`config.mk`:
```
export PLATFORM = sky130hd
export DESIGN_NAME = xml_text_escape_encoder
export DESIGN_NICKNAME = d
export VERILOG_FILES = /design/src/rtl/xte_pkg.sv /design/src/rtl/xte_encode.sv /design/src/rtl/xte_emit.sv /design/src/rtl/xml_text_escape_encoder.sv
export SDC_FILE = /design/constraint.sdc
export NUM_CORES = 1
export LEC_CHECK = 0
export BUFFER_PORTS_ARGS = -buffer_cell sky130_fd_sc_hd__buf_4
export CORE_MARGIN = 3
export CORE_UTILIZATION = 65
export CTS_BUF_LIST = sky130_fd_sc_hd__clkbuf_8 sky130_fd_sc_hd__clkbuf_16
export CTS_CLUSTER_DIAMETER = 100
export DETAILED_ROUTE_END_ITERATION = 12
export PLACE_DENSITY_LB_ADDON = 0.05
export SLEW_MARGIN = 20
export SYNTH_ARGS = -nofsm -noshare
export SYNTH_HDL_FRONTEND = slang
export SYNTH_SLANG_ARGS = --single-unit
```
`constraint.sdc`:
```
create_clock -name clk -period 5.8 [get_ports clk]
set_input_delay 0.58 -clock clk [delete_from_list [all_inputs] [get_ports clk]]
set_output_delay 0.58 -clock clk [all_outputs]
set_load 0.1 [all_outputs]
```
`src/rtl/xte_pkg.sv`:
```
// ----------------------------------------------------------------------------
// xte_pkg
// Shared types, character constants and helpers for the XML text escape
// encoder.
// ----------------------------------------------------------------------------
package xte_pkg;

	localparam int unsigned CodeWidth = 16;
	localparam int unsigned ByteWidth = 7;
	localparam int unsigned MaxBytes  = 8;
	localparam int unsigned LenWidth  = $clog2(MaxBytes + 1);
	localparam int unsigned RemWidth  = $clog2(MaxBytes);

	localparam logic [CodeWidth-1:0] CodeAmp    = 16'h0026;
	localparam logic [CodeWidth-1:0] CodeLt     = 16'h003C;
	localparam logic [CodeWidth-1:0] CodeGt     = 16'h003E;
	localparam logic [CodeWidth-1:0] CodeQuot   = 16'h0022;
	localparam logic [CodeWidth-1:0] CodeApos   = 16'h0027;
	localparam logic [CodeWidth-1:0] PrintLow   = 16'h0020;
	localparam logic [CodeWidth-1:0] PrintHigh  = 16'h007E;
	localparam logic [CodeWidth-1:0] ShortLimit = 16'h0100;

	localparam logic [ByteWidth-1:0] ChAmp   = 7'h26;
	localparam logic [ByteWidth-1:0] ChHash  = 7'h23;
	localparam logic [ByteWidth-1:0] ChX     = 7'h78;
	localparam logic [ByteWidth-1:0] ChSemi  = 7'h3B;
	localparam logic [ByteWidth-1:0] ChA     = 7'h61;
	localparam logic [ByteWidth-1:0] ChM     = 7'h6D;
	localparam logic [ByteWidth-1:0] ChP     = 7'h70;
	localparam logic [ByteWidth-1:0] ChL     = 7'h6C;
	localparam logic [ByteWidth-1:0] ChG     = 7'h67;
	localparam logic [ByteWidth-1:0] ChT     = 7'h74;
	localparam logic [ByteWidth-1:0] ChQ     = 7'h71;
	localparam logic [ByteWidth-1:0] ChU     = 7'h75;
	localparam logic [ByteWidth-1:0] ChO     = 7'h6F;
	localparam logic [ByteWidth-1:0] ChS     = 7'h73;
	localparam logic [ByteWidth-1:0] ChZero  = 7'h30;
	localparam logic [ByteWidth-1:0] ChAlpha = 7'h37;

	typedef logic [MaxBytes-1:0][ByteWidth-1:0] byte_buf_t;

	typedef struct packed {
		byte_buf_t           bytes;
		logic [LenWidth-1:0] len;
	} enc_t;

	function automatic logic [ByteWidth-1:0] hex_char(input logic [3:0] nib);
		logic [ByteWidth-1:0] base;
		base = (nib < 4'd10) ? ChZero : ChAlpha;
		return base + {3'd0, nib};
	endfunction

endpackage

```
`src/rtl/xte_encode.sv`:
```
// ----------------------------------------------------------------------------
// xte_encode
// Maps one code unit to its escaped byte run, first byte in slot zero,
// together with the run length.
// ----------------------------------------------------------------------------
module xte_encode import xte_pkg::*; (
	input  logic [CodeWidth-1:0] code,
	output enc_t                 enc
);

	always_comb begin
		enc.bytes = '0;
		enc.len   = LenWidth'(1);
		case (code)
			CodeAmp: begin
				enc.bytes[0] = ChAmp;
				enc.bytes[1] = ChA;
				enc.bytes[2] = ChM;
				enc.bytes[3] = ChP;
				enc.bytes[4] = ChSemi;
				enc.len      = LenWidth'(5);
			end
			CodeLt: begin
				enc.bytes[0] = ChAmp;
				enc.bytes[1] = ChL;
				enc.bytes[2] = ChT;
				enc.bytes[3] = ChSemi;
				enc.len      = LenWidth'(4);
			end
			CodeGt: begin
				enc.bytes[0] = ChAmp;
				enc.bytes[1] = ChG;
				enc.bytes[2] = ChT;
				enc.bytes[3] = ChSemi;
				enc.len      = LenWidth'(4);
			end
			CodeQuot: begin
				enc.bytes[0] = ChAmp;
				enc.bytes[1] = ChQ;
				enc.bytes[2] = ChU;
				enc.bytes[3] = ChO;
				enc.bytes[4] = ChT;
				enc.bytes[5] = ChSemi;
				enc.len      = LenWidth'(6);
			end
			CodeApos: begin
				enc.bytes[0] = ChAmp;
				enc.bytes[1] = ChA;
				enc.bytes[2] = ChP;
				enc.bytes[3] = ChO;
				enc.bytes[4] = ChS;
				enc.bytes[5] = ChSemi;
				enc.len      = LenWidth'(6);
			end
			default: begin
				if (code >= PrintLow && code <= PrintHigh) begin
					enc.bytes[0] = code[ByteWidth-1:0];
					enc.len      = LenWidth'(1);
				end else if (code < ShortLimit) begin
					enc.bytes[0] = ChAmp;
					enc.bytes[1] = ChHash;
					enc.bytes[2] = ChX;
					enc.bytes[3] = hex_char(code[7:4]);
					enc.bytes[4] = hex_char(code[3:0]);
					enc.bytes[5] = ChSemi;
					enc.len      = LenWidth'(6);
				end else begin
					enc.bytes[0] = ChAmp;
					enc.bytes[1] = ChHash;
					enc.bytes[2] = ChX;
					enc.bytes[3] = hex_char(code[15:12]);
					enc.bytes[4] = hex_char(code[11:8]);
					enc.bytes[5] = hex_char(code[7:4]);
					enc.bytes[6] = hex_char(code[3:0]);
					enc.bytes[7] = ChSemi;
					enc.len      = LenWidth'(8);
				end
			end
		endcase
	end

endmodule

```
`src/rtl/xte_emit.sv`:
```
// ----------------------------------------------------------------------------
// xte_emit
// Holds one encoded run and shifts it out one byte per cycle, flagging the
// final byte. A new run loads in the cycle the previous one ends.
// ----------------------------------------------------------------------------
module xte_emit import xte_pkg::*; (
	input  logic                 clk,
	input  logic                 arst_n,
	input  logic                 load,
	input  enc_t                 enc,
	output logic                 ready,
	output logic                 strobe,
	output logic [ByteWidth-1:0] out_byte,
	output logic                 last_of_run
);

	byte_buf_t           buf_s2;
	logic [RemWidth-1:0] rem_s2;
	logic                valid_s2;
	logic                last;

	assign last        = (rem_s2 == '0);
	assign ready       = !valid_s2 || last;
	assign strobe      = valid_s2;
	assign out_byte    = buf_s2[0];
	assign last_of_run = valid_s2 && last;

	always_ff @(posedge clk or negedge arst_n) begin
		if (!arst_n) begin
			valid_s2 <= 1'b0;
			rem_s2   <= '0;
		end else if (load && ready) begin
			valid_s2 <= 1'b1;
			rem_s2   <= RemWidth'(enc.len - LenWidth'(1));
		end else if (valid_s2) begin
			valid_s2 <= !last;
			rem_s2   <= rem_s2 - RemWidth'(1);
		end
	end

	always_ff @(posedge clk) begin
		if (load && ready) begin
			buf_s2 <= enc.bytes;
		end else if (valid_s2) begin
			buf_s2 <= buf_s2 >> ByteWidth;
		end
	end

endmodule

```
`src/rtl/xml_text_escape_encoder.sv`:
```
// ----------------------------------------------------------------------------
// xml_text_escape_encoder
// Escapes 16-bit code units into XML-safe ASCII byte runs.
// ----------------------------------------------------------------------------
// A code unit is taken on char_code at a rising edge where start is high and
// busy is low. It is registered, encoded, and loaded into an output shifter
// that presents one byte per cycle on out_byte with strobe high; the final
// byte of each run also raises last_of_run. When the shifter is free, an
// item moves from the input register into the shifter, which then presents
// its first byte.
// A run is one to eight bytes long, and an item holds the output for its
// whole run; the single output byte lane sets the rate. While a run is
// still being shifted out, one more item can wait in the input register, and
// busy goes high only when that register is full and cannot move on.
// Printable characters therefore stream at one item per cycle, and the
// longest escapes at one item per eight-byte run.
// The receiver cannot hold results off: each byte stands for exactly one
// cycle. Reset empties both stages and drops any run in progress.
// ----------------------------------------------------------------------------
module xml_text_escape_encoder import xte_pkg::*; (
	input  logic                 clk,
	input  logic                 arst_n,
	input  logic                 start,
	output logic                 busy,
	input  logic [CodeWidth-1:0] char_code,
	output logic                 strobe,
	output logic [ByteWidth-1:0] out_byte,
	output logic                 last_of_run
);

	logic [CodeWidth-1:0] code_s1;
	logic                 valid_s1;
	logic                 emit_ready;
	enc_t                 enc;

	assign busy = valid_s1 && !emit_ready;

	always_ff @(posedge clk or negedge arst_n) begin
		if (!arst_n) begin
			valid_s1 <= 1'b0;
		end else if (start && !busy) begin
			valid_s1 <= 1'b1;
		end else if (emit_ready) begin
			valid_s1 <= 1'b0;
		end
	end

	always_ff @(posedge clk) begin
		if (start && !busy) begin
			code_s1 <= char_code;
		end
	end

	xte_encode u_encode (
		.code (code_s1),
		.enc  (enc)
	);

	xte_emit u_emit (
		.clk         (clk),
		.arst_n      (arst_n),
		.load        (valid_s1),
		.enc         (enc),
		.ready       (emit_ready),
		.strobe      (strobe),
		.out_byte    (out_byte),
		.last_of_run (last_of_run)
	);

endmodule

```
==> flow_summary.ini, run 1 <==
[synthesis]
syn_inst = 350
syn-num-nets = 384
yosys_warnings = 0
syn_area_um2 = 3850
ys_seq_area_frac = 0.547
async_flop_share = 0.0704
synth_top_flop_cell = edfxtp_1
syn_area_per_cell_um2 = 11.0
synth_edf_count = 66
ys_types = 62
synth.ff_latch_count = 71

[drt]
drt-initial-drc-count = 366
dr.pass1.iters = 5
num_vias = 2805
antenna_left = 0
viasPerCell = 6.35
wl_mm = 8.31
post_drt_wl_per_cell_um = 18.8
drc_errors = 0

[worst_setup_path]
cp.arrival_ns = 3.31
cp_slowest_cell = or3_4
path_cells = nor4_1 > nand3_1 > or3_4 > nor2_4 > a21oi_1 > ha_1 > a21oi_1 > a31oi_1 > a2bb2oi_2
path_class = flip-flop to flip-flop
rr_startpoint = code_s1[11]
r2r_slack_ns = 2.73
end_kind = flip-flop
r2r_end = u_emit.rem_s2[2]
crit_path_frequent_cell = a21oi_1
required_ns = 6.03
slowest_delay_ns = 0.64
crit_path_start_kind = flip-flop
cp_max_fo = 23
r2r_cells = 9

[sta]
min_period_ns = 3.07
fmax_ghz = 0.326
fin_setup_tns_ns = 0
setup_viol = 0
final_hold_viol_count = 0
finalClockSkew_ns = 0.00764
final-max-slew-violation-count = 0
slew_headroom = 0.333
tightestPinTransition_ns = 1.00
rsz0062_at_grt = false
fin_crit_sh = 0.530

[global_routing]
grtUsageTotal = 0.246
antenna_found_initial = 0
overflow = 0
grt_max_degree = 51
first_global_vias = 2585
grt_pass1_wl_mm = 13.2

[floorplanning]
start_util = 0.687
rows = 27
die_h_um = 83.0
core_region_area_um2 = 5610
die-area_um2 = 6890
io_pins = 29
die_w_um = 83.0

[final_layout]
n_antenna_cell = 0
final_cell_mix = edfxtp_1 (66), nor2_1 (37), nand2_1 (33)
layout_commonest_cell = edfxtp_1
final_cells = 442
area_growth_pct = 9.32
nets = 399
final_core_util = 0.751
drive_gt1_frac = 0.165

[clocking]
cts_tree = done
cts_buffer_depth = 2
post-cts-setup-buffers = 0
htree_levels = 3
cts-root-buf = clkbuf_8
numCtsBuffers = 9
postCtsHoldBufs = 0
clk_pin_slew_worst_paths_ns = 0.08
clock_sinks = 71
cts_resized = 0
clk_latency_ns = 0.35

[hold_path]
hp-class = input pin to async pin

[power]
switching_share = 0.415
clock_power_share = 0.170
peakVddDrop_uv = 369
finalPower_mw = 2.10
cell_internal_pwr_mw = 1.23
power_density_nw_per_um2 = 498
combPwrFrac = 0.394
seq_power_share = 0.437
leakage_nw = 1.69
power.switching_mw = 0.871

[run]
cap_violations = 0

[outcome]
status = complete, no violations

[placement]
post-dp-hpwl_mm = 5.87
port_buffers = 28
place_congestion = 0.894
dp.cells = 426
==> routing by layer <==
metal	vias up	wire length (µm)	GRT usage
met5	-	0	0
met4	0	146	0.0832
met3	14	558	0.0466
met2	127	4100	0.386
met1	1361	3510	0.348
li1	1303	-	-
==> power by group through the flow <==
stage | Combinational [mW] | Sequential, mW | Clock, mW
after floorplan | 0.674 | 0.881 | 0
after global placement | 0.799 | 0.912 | 0
after detailed placement | 0.820 | 0.925 | 0
after CTS | 0.823 | 0.914 | 0.356
after global routing | 0.890 | 0.935 | 0.381
final | 0.826 | 0.916 | 0.356
==> worst max-delay path: cells and delay by family, from the launching register on <==
kind	cells	cell delay [ns]
and+or+nand+nor	4	1.80
adders and majority gates	1	0.27
AOI/OAI and AO/OA	4	0.43
DFF	1	0.46
==> cell type report <==
cell class	count	area, µm²
multi-input cells	236	1560
well taps	72	90.1
repair buffers	29	218
inverters	18	67.6
fillers	399	1390
clock buffers	9	124
clock inverters	7	48.8
flip-flops and latches	71	2110
==> kinds of logic (layout without fill, tap and decap cells) <==
family	Yosys count	count (layout)	synth area share
flip-flops	71	71	0.547
multiplexers	3	3	0.00811
XOR/XNOR	7	7	0.0159
AND/OR/NAND/NOR	115	115	0.151
buffers and inverters	43	63	0.0506
adder cells (fa/ha/maj)	15	15	0.0565
AO/OA/AOI/OAI	96	96	0.171
==> per-stage QoR <==
| stage | setup slack, ns | instance area, µm² | hold slack (ns) |
|---|---|---|---|
| 6_report | 2.73 | 4210 | 0.0192 |
| 2_1_floorplan | 1.06 | 3850 | 0.284 |
| 4_1_cts | 2.76 | 4210 | 0.0164 |
| 5_1_grt | 2.45 | 4210 | 0.0102 |
| 3_5_place_dp | 2.78 | 4040 | 0.387 |
| 3_3_place_gp | 2.83 | 4040 | 0.385 |
==> synthesized netlist by cell type, drive strengths merged (3+ instances only) <==
cell | instances | area share
nor2 | 38 | 0.039
fa | 4 | 0.021
o21a | 5 | 0.0097
xnor2 | 5 | 0.011
dfrtp | 5 | 0.032
buf | 12 | 0.020
or3 | 4 | 0.010
a211oi | 3 | 0.0058
clkbuf | 13 | 0.013
inv | 18 | 0.018
and2 | 4 | 0.0065
a31oi | 6 | 0.0097
a21o | 8 | 0.016
nand3 | 7 | 0.0091
a22o | 5 | 0.011
o31ai | 6 | 0.013
nand2 | 34 | 0.034
edfxtp | 66 | 0.51
and3 | 3 | 0.0049
nand2b | 3 | 0.0049
a21oi | 22 | 0.029
o21ai | 22 | 0.029
nor2b | 6 | 0.0097
nor3 | 4 | 0.0065
ha | 11 | 0.036
==> how the worst max path moves through the flow <==
stage,from,to,slack [ns],cells past startpoint
6_report,code_s1[11],u_emit.rem_s2[2],2.73,9
5_1_grt,code_s1[11],u_emit.rem_s2[2],2.45,9
4_1_cts,code_s1[11],u_emit.rem_s2[2],2.76,9
3_5_place_dp,code_s1[11],u_emit.rem_s2[2],2.78,9
3_3_place_gp,code_s1[11],u_emit.rem_s2[2],2.83,9
2_1_floorplan,u_emit.strobe,last_of_run,1.06,1
==> flip-flops by register name, summed over array words and instances, names as in the netlist <==
signal	count
u_emit.buf_s2	43
code_s1	16
u_emit.out_byte	7
u_emit.rem_s2	3
u_emit.strobe	1
valid_s1	1
(Power assumes the default switching activity.)
==> run 2, diff against run 1 <==
--- a/config.mk
+++ b/config.mk
@@ -7,7 +7,7 @@
 export LEC_CHECK = 0
 export BUFFER_PORTS_ARGS = -buffer_cell sky130_fd_sc_hd__buf_4
 export CORE_MARGIN = 3
-export CORE_UTILIZATION = 65
+export CORE_UTILIZATION = 54
 export CTS_BUF_LIST = sky130_fd_sc_hd__clkbuf_8 sky130_fd_sc_hd__clkbuf_16
 export CTS_CLUSTER_DIAMETER = 100
 export DETAILED_ROUTE_END_ITERATION = 12
==> constraint.sdc (replaced) <==
create_clock -name clk -period 2.6 [get_ports clk]
set_input_delay 0.26 -clock clk [delete_from_list [all_inputs] [get_ports clk]]
set_output_delay 0.26 -clock clk [all_outputs]
set_load 0.1 [all_outputs]
==> run 2 against run 1 <==
- non-clock buffer count rose by 21
- critical path depth rose by 1
- routed wire length rose by 2.2%
- sequential share of layout area fell by 2.4 points
- combinational power rose by 130%
- clock-buffer cell count did not move
- setup slack got worse by 2.5 ns
- critical endpoint is now u_emit.buf_s2[25]
==> flow_summary.ini, run 2 (same netlist as run 1, synthesis figures left out) <==
[outcome]
status = complete, no violations

[placement]
port_buffers = 28
dp.cells = 466
pre_cts_ws_ns = 0.122
place_congestion = 0.923
post-dp-hpwl_mm = 6.11

[worst_setup_path]
end_kind = flip-flop
r2r_slack_ns = 0.20
cp-endpoint = u_emit.buf_s2[25]
rr_startpoint = code_s1[7]
crit_path_start_kind = flip-flop
slowest_delay_ns = 0.42
cp.arrival_ns = 2.51
crit_path_frequent_cell = o21ai_0
crit_cells = 10
required_ns = 2.71
path_class = flip-flop to flip-flop
crit_family = compound AO/OA/AOI/OAI gates
cp_max_fo = 4
cp_slowest_cell = edfxtp_1
startpoint = code_s1[7]
r2r_end = u_emit.buf_s2[25]
path_cells = inv_1 > nor2_1 > ha_1 > inv_1 > fa_1 > nor2b_1 > o21ai_0 > o21ai_0 > o21ai_0 > o22a_1
crit_buf_inv = 2
r2r_cells = 10

[power]
finalPower_mw = 4.78
peakVddDrop_uv = 428
power_density_nw_per_um2 = 1080
leakage_nw = 1.82

[clocking]
clk_pin_slew_worst_paths_ns = 0.08
cts-root-buf = clkbuf_8
numCtsBuffers = 9
clk_latency_ns = 0.35
cts_resized = 0
cts_tree = done
clock_sinks = 71
cts_buffer_depth = 2
htree_levels = 3

[floorplanning]
die_h_um = 90.5
core_region_area_um2 = 6870
start_util = 0.561
rows = 30
io_pins = 29
die-area_um2 = 8190
die_w_um = 90.5

[global_routing]
grtUsageTotal = 0.224
grt_pass1_wl_mm = 14.4
grt_max_degree = 45
antenna_found_initial = 0
first_global_vias = 2810
overflow = 0

[final_layout]
largest_reg_flops = 43
top_register = u_emit.buf_s2
n_antenna_cell = 0
drive_gt1_frac = 0.205
final_cell_mix = edfxtp_1 (66), buf_4 (49), nor2_1 (37)
nets = 420
final_cells = 487
fill_cells = 577
layout_commonest_cell = edfxtp_1
area_growth_pct = 14.9

[sta]
fin_ws_ns = 0.202
final_hold_viol_count = 0
final-max-slew-violation-count = 0
fin_setup_tns_ns = 0
tightestPinTransition_ns = 0.793
min_period_ns = 2.40
finalClockSkew_ns = 0.00982
rsz0062_at_grt = false
fmax_ghz = 0.417
slew_headroom = 0.471
whs_ns = 0.0797
setup_viol = 0
fin_crit_sh = 0.922

[drt]
antenna_left = 0
viasPerCell = 5.88
post_drt_wl_per_cell_um = 17.4
wl_mm = 8.49
drc_errors = 0
num_vias = 2863
dr.pass1.iters = 5
drt-initial-drc-count = 339

[run]
cap_violations = 0

[hold_path]
hp-class = input pin to flip-flop
run 2: cell count changes in the layout (fill, tap and decap cells not counted), sizes merged:
cell | before | now
clkinvlp | 4 | 1
dlygate4sd3 | 0 | 1
clkinv | 2 | 5
inv | 19 | 18
bufinv | 0 | 1
buf | 29 | 49
run 2: what timing repair did:
action | 4_1_cts | 5_1_grt
hold endpoints to repair | 5 | 0
buffers inserted | 0 | 4
setup endpoints to repair | 0 | 3
hold buffers | 1 | 0
run 2: worst min-delay path by stage:
stage	start	to	slack, ns	cells after the start
final	char_code[8]	code_s1[8]	0.08	1
after global routing	char_code[14]	code_s1[14]	0.07	1
after CTS	char_code[8]	code_s1[8]	0.07	1
after detailed placement	arst_n	u_emit.rem_s2[1]	0.07	1
after global placement	arst_n	valid_s1	0.07	1
after floorplan	arst_n	u_emit.rem_s2[0]	-0.04	0
run 2: report_power, final:
group | switching [mW] | leakage (nW) | internal (mW)
clock network | 0.418 | 0.0941 | 0.434
registers | 0.203 | 0.775 | 1.79
logic | 1.28 | 0.948 | 0.659
run 2: cell type report:
cell class	count	area, µm²	share of cell area
clock buffer	9	124	0.0280
clock inverter	7	63.8	0.0144
inverter	18	67.6	0.0153
multi-input combinational	236	1570	0.354
sequential	71	2110	0.476
tap	96	120	0.0271
timing repair buffer	50	378	0.0853
run 2: worst reg2reg max path: cells and delay by family, from the launching register on:
| kind | cells | cell delay [ns] |
|---|---|---|
| adder cells (fa/ha/maj) | 2 | 0.61 |
| AO/OA/AOI/OAI | 4 | 0.67 |
| buffers and inverters | 2 | 0.13 |
| flip-flops | 1 | 0.42 |
| AND/OR/NAND/NOR | 2 | 0.34 |
run 2: metrics by stage:
stage / instance area, µm² / utilization
detailed placement: 4200 / 0.612
CTS: 4400 / 0.640
global route: 4430 / 0.645
finish: 4430 / 0.645
global placement: 4200 / 0.612
floorplan: 3870 / -
run 2: per-layer routing:
layer	wire (µm)	vias to the layer above	GRT usage	share of wire
li1	-	1353	-	-
met1	3640	1372	0.304	0.43
met2	4030	116	0.353	0.47
met3	574	22	0.0450	0.068
met4	238	0	0.0906	0.028
met5	0	-	0	0
==> run 3, diff against run 2 <==
--- a/config.mk
+++ b/config.mk
@@ -7,7 +7,7 @@
 export LEC_CHECK = 0
 export BUFFER_PORTS_ARGS = -buffer_cell sky130_fd_sc_hd__buf_4
 export CORE_MARGIN = 3
-export CORE_UTILIZATION = 54
+export CORE_UTILIZATION = 65
 export CTS_BUF_LIST = sky130_fd_sc_hd__clkbuf_8 sky130_fd_sc_hd__clkbuf_16
 export CTS_CLUSTER_DIAMETER = 100
 export DETAILED_ROUTE_END_ITERATION = 12
==> constraint.sdc (replaced) <==
create_clock -name clk -period 2.92 [get_ports clk]
set_input_delay 0.292 -clock clk [delete_from_list [all_inputs] [get_ports clk]]
set_output_delay 0.292 -clock clk [all_outputs]
set_load 0.1 [all_outputs]
==> run 3 against run 2 <==
- via count grew 0.59%
- clock power shrank 15%
- routed wire length grew 2.5%
- clock skew shrank 0.0039 ns
- fmax shrank 12%
- sequential power shrank 9%
- die area shrank 16%
- largest cell class unchanged
- register-to-register slack is essentially flat
==> flow_summary.ini, run 3 (same netlist as run 1, synthesis figures left out) <==
[clocking]
numCtsBuffers = 9
cts-root-buf = clkbuf_8
clock_sinks = 71
cts_buffer_depth = 2
postCtsHoldBufs = 1
post-cts-setup-buffers = 0
clk_pin_slew_worst_paths_ns = 0.07
cts_resized = 0
htree_levels = 3
cts_tree = done
clk_latency_ns = 0.34

[power]
finalPower_mw = 4.21
peakVddDrop_uv = 676
power_density_nw_per_um2 = 977
leakage_nw = 1.77

[sta]
fin_ws_ns = 0.208
fin_crit_sh = 0.929
fmax_ghz = 0.369
rsz0062_at_grt = false
fin_setup_tns_ns = 0
slew_headroom = 0.315
finalClockSkew_ns = 0.00593
final-max-slew-violation-count = 0
setup_viol = 0
tightestPinTransition_ns = 1.03
final_hold_viol_count = 0
whs_ns = 0.121
min_period_ns = 2.71

[final_layout]
final_cells = 453
nets = 410
area_growth_pct = 11.7
n_antenna_cell = 0
top_register = u_emit.buf_s2
final_core_util = 0.768
final_cell_mix = edfxtp_1 (66), buf_4 (39), nor2_1 (37)
multi_input_area_um2 = 1560
largest_reg_flops = 43
fill_cells = 383
drive_gt1_frac = 0.178
regArea_um2 = 2110
design_area_um2 = 4310
layout_commonest_cell = edfxtp_1

[floorplanning]
core_region_area_um2 = 5610
io_pins = 29
die-area_um2 = 6890
rows = 27
start_util = 0.687
die_h_um = 83.0
die_w_um = 83.0

[global_routing]
overflow = 0
grtUsageTotal = 0.270
antenna_found_initial = 0
grt_max_degree = 45
first_global_vias = 2896
grt_pass1_wl_mm = 14.6

[drt]
wl_mm = 8.70
drc_errors = 0
dr.pass1.iters = 5
num_vias = 2880
antenna_left = 0
drt-initial-drc-count = 481
viasPerCell = 6.36
post_drt_wl_per_cell_um = 19.2

[worst_setup_path]
required_ns = 2.99
r2r_cells = 9
end_kind = flip-flop
cp.arrival_ns = 2.79
crit_path_start_kind = flip-flop
cp_slowest_cell = edfxtp_1
crit_family = compound AO/OA/AOI/OAI gates
cp_max_fo = 12
path_cells = o21a_1 > ha_1 > inv_1 > fa_1 > nor2b_1 > o21ai_0 > o22ai_1 > a21oi_1 > o21ai_0
crit_buf_inv = 1
crit_path_frequent_cell = o21ai_0
slowest_delay_ns = 0.60
crit_cells = 9
path_class = flip-flop to flip-flop

[outcome]
status = complete, no violations

[placement]
pre_cts_ws_ns = 0.240
port_buffers = 28
place_congestion = 0.938
placed_area_um2 = 4120
post-dp-hpwl_mm = 6.21
dp.cells = 436

[run]
cap_violations = 0

[hold_path]
hp-class = input pin to flip-flop
hold_depth = 1
## run 3: power breakdown
group	total (mW)	leakage, nW	switching (mW)	internal, mW
clock	0.728	0.103	0.347	0.381
combinational	1.66	0.892	1.10	0.554
sequential	1.82	0.775	0.223	1.60
total	4.21	1.77	1.67	2.53
## run 3: final cells by class
cell class              count  share of cell area
clock buffers               9              0.0288
clock inverters             7              0.0131
inverters                  18              0.0157
multi-input cells         236               0.362
flip-flops and latches     71               0.489
well taps                  72              0.0209
repair buffers             40              0.0703
## run 3: path summary, 6_finish.rpt
path | startpoint | to | slack (ns)
setup / recovery | code_s1[2] | u_emit.buf_s2[34] | 0.21
hold / removal | char_code[3] | code_s1[3] | 0.12
setup reg to reg | code_s1[2] | u_emit.buf_s2[34] | 0.21
hold reg to reg | u_emit.buf_s2[45] | u_emit.buf_s2[38] | 0.52
max in group asynchronous | arst_n | u_emit.rem_s2[0] | 2.52
min in group asynchronous | arst_n | valid_s1 | 0.29
## run 3: per-layer routing
| layer | track usage | vias to the layer above | wire, µm | share of wire |
|---|---|---|---|---|
| li1 | - | 1326 | - | - |
| met1 | 0.345 | 1357 | 3430 | 0.39 |
| met2 | 0.450 | 160 | 4380 | 0.50 |
| met3 | 0.0665 | 37 | 605 | 0.070 |
| met4 | 0.0966 | 0 | 284 | 0.033 |
| met5 | 0 | - | 0 | 0 |
## run 3: worst register-to-register path: cells and delay by family (launching register included)
kind / cells / cell delay (ns)
buffers and inverters: 1 / 0.08
flip-flops: 1 / 0.60
AND/OR/NAND/NOR: 1 / 0.05
adder cells (fa/ha/maj): 2 / 0.44
AO/OA/AOI/OAI: 5 / 1.27
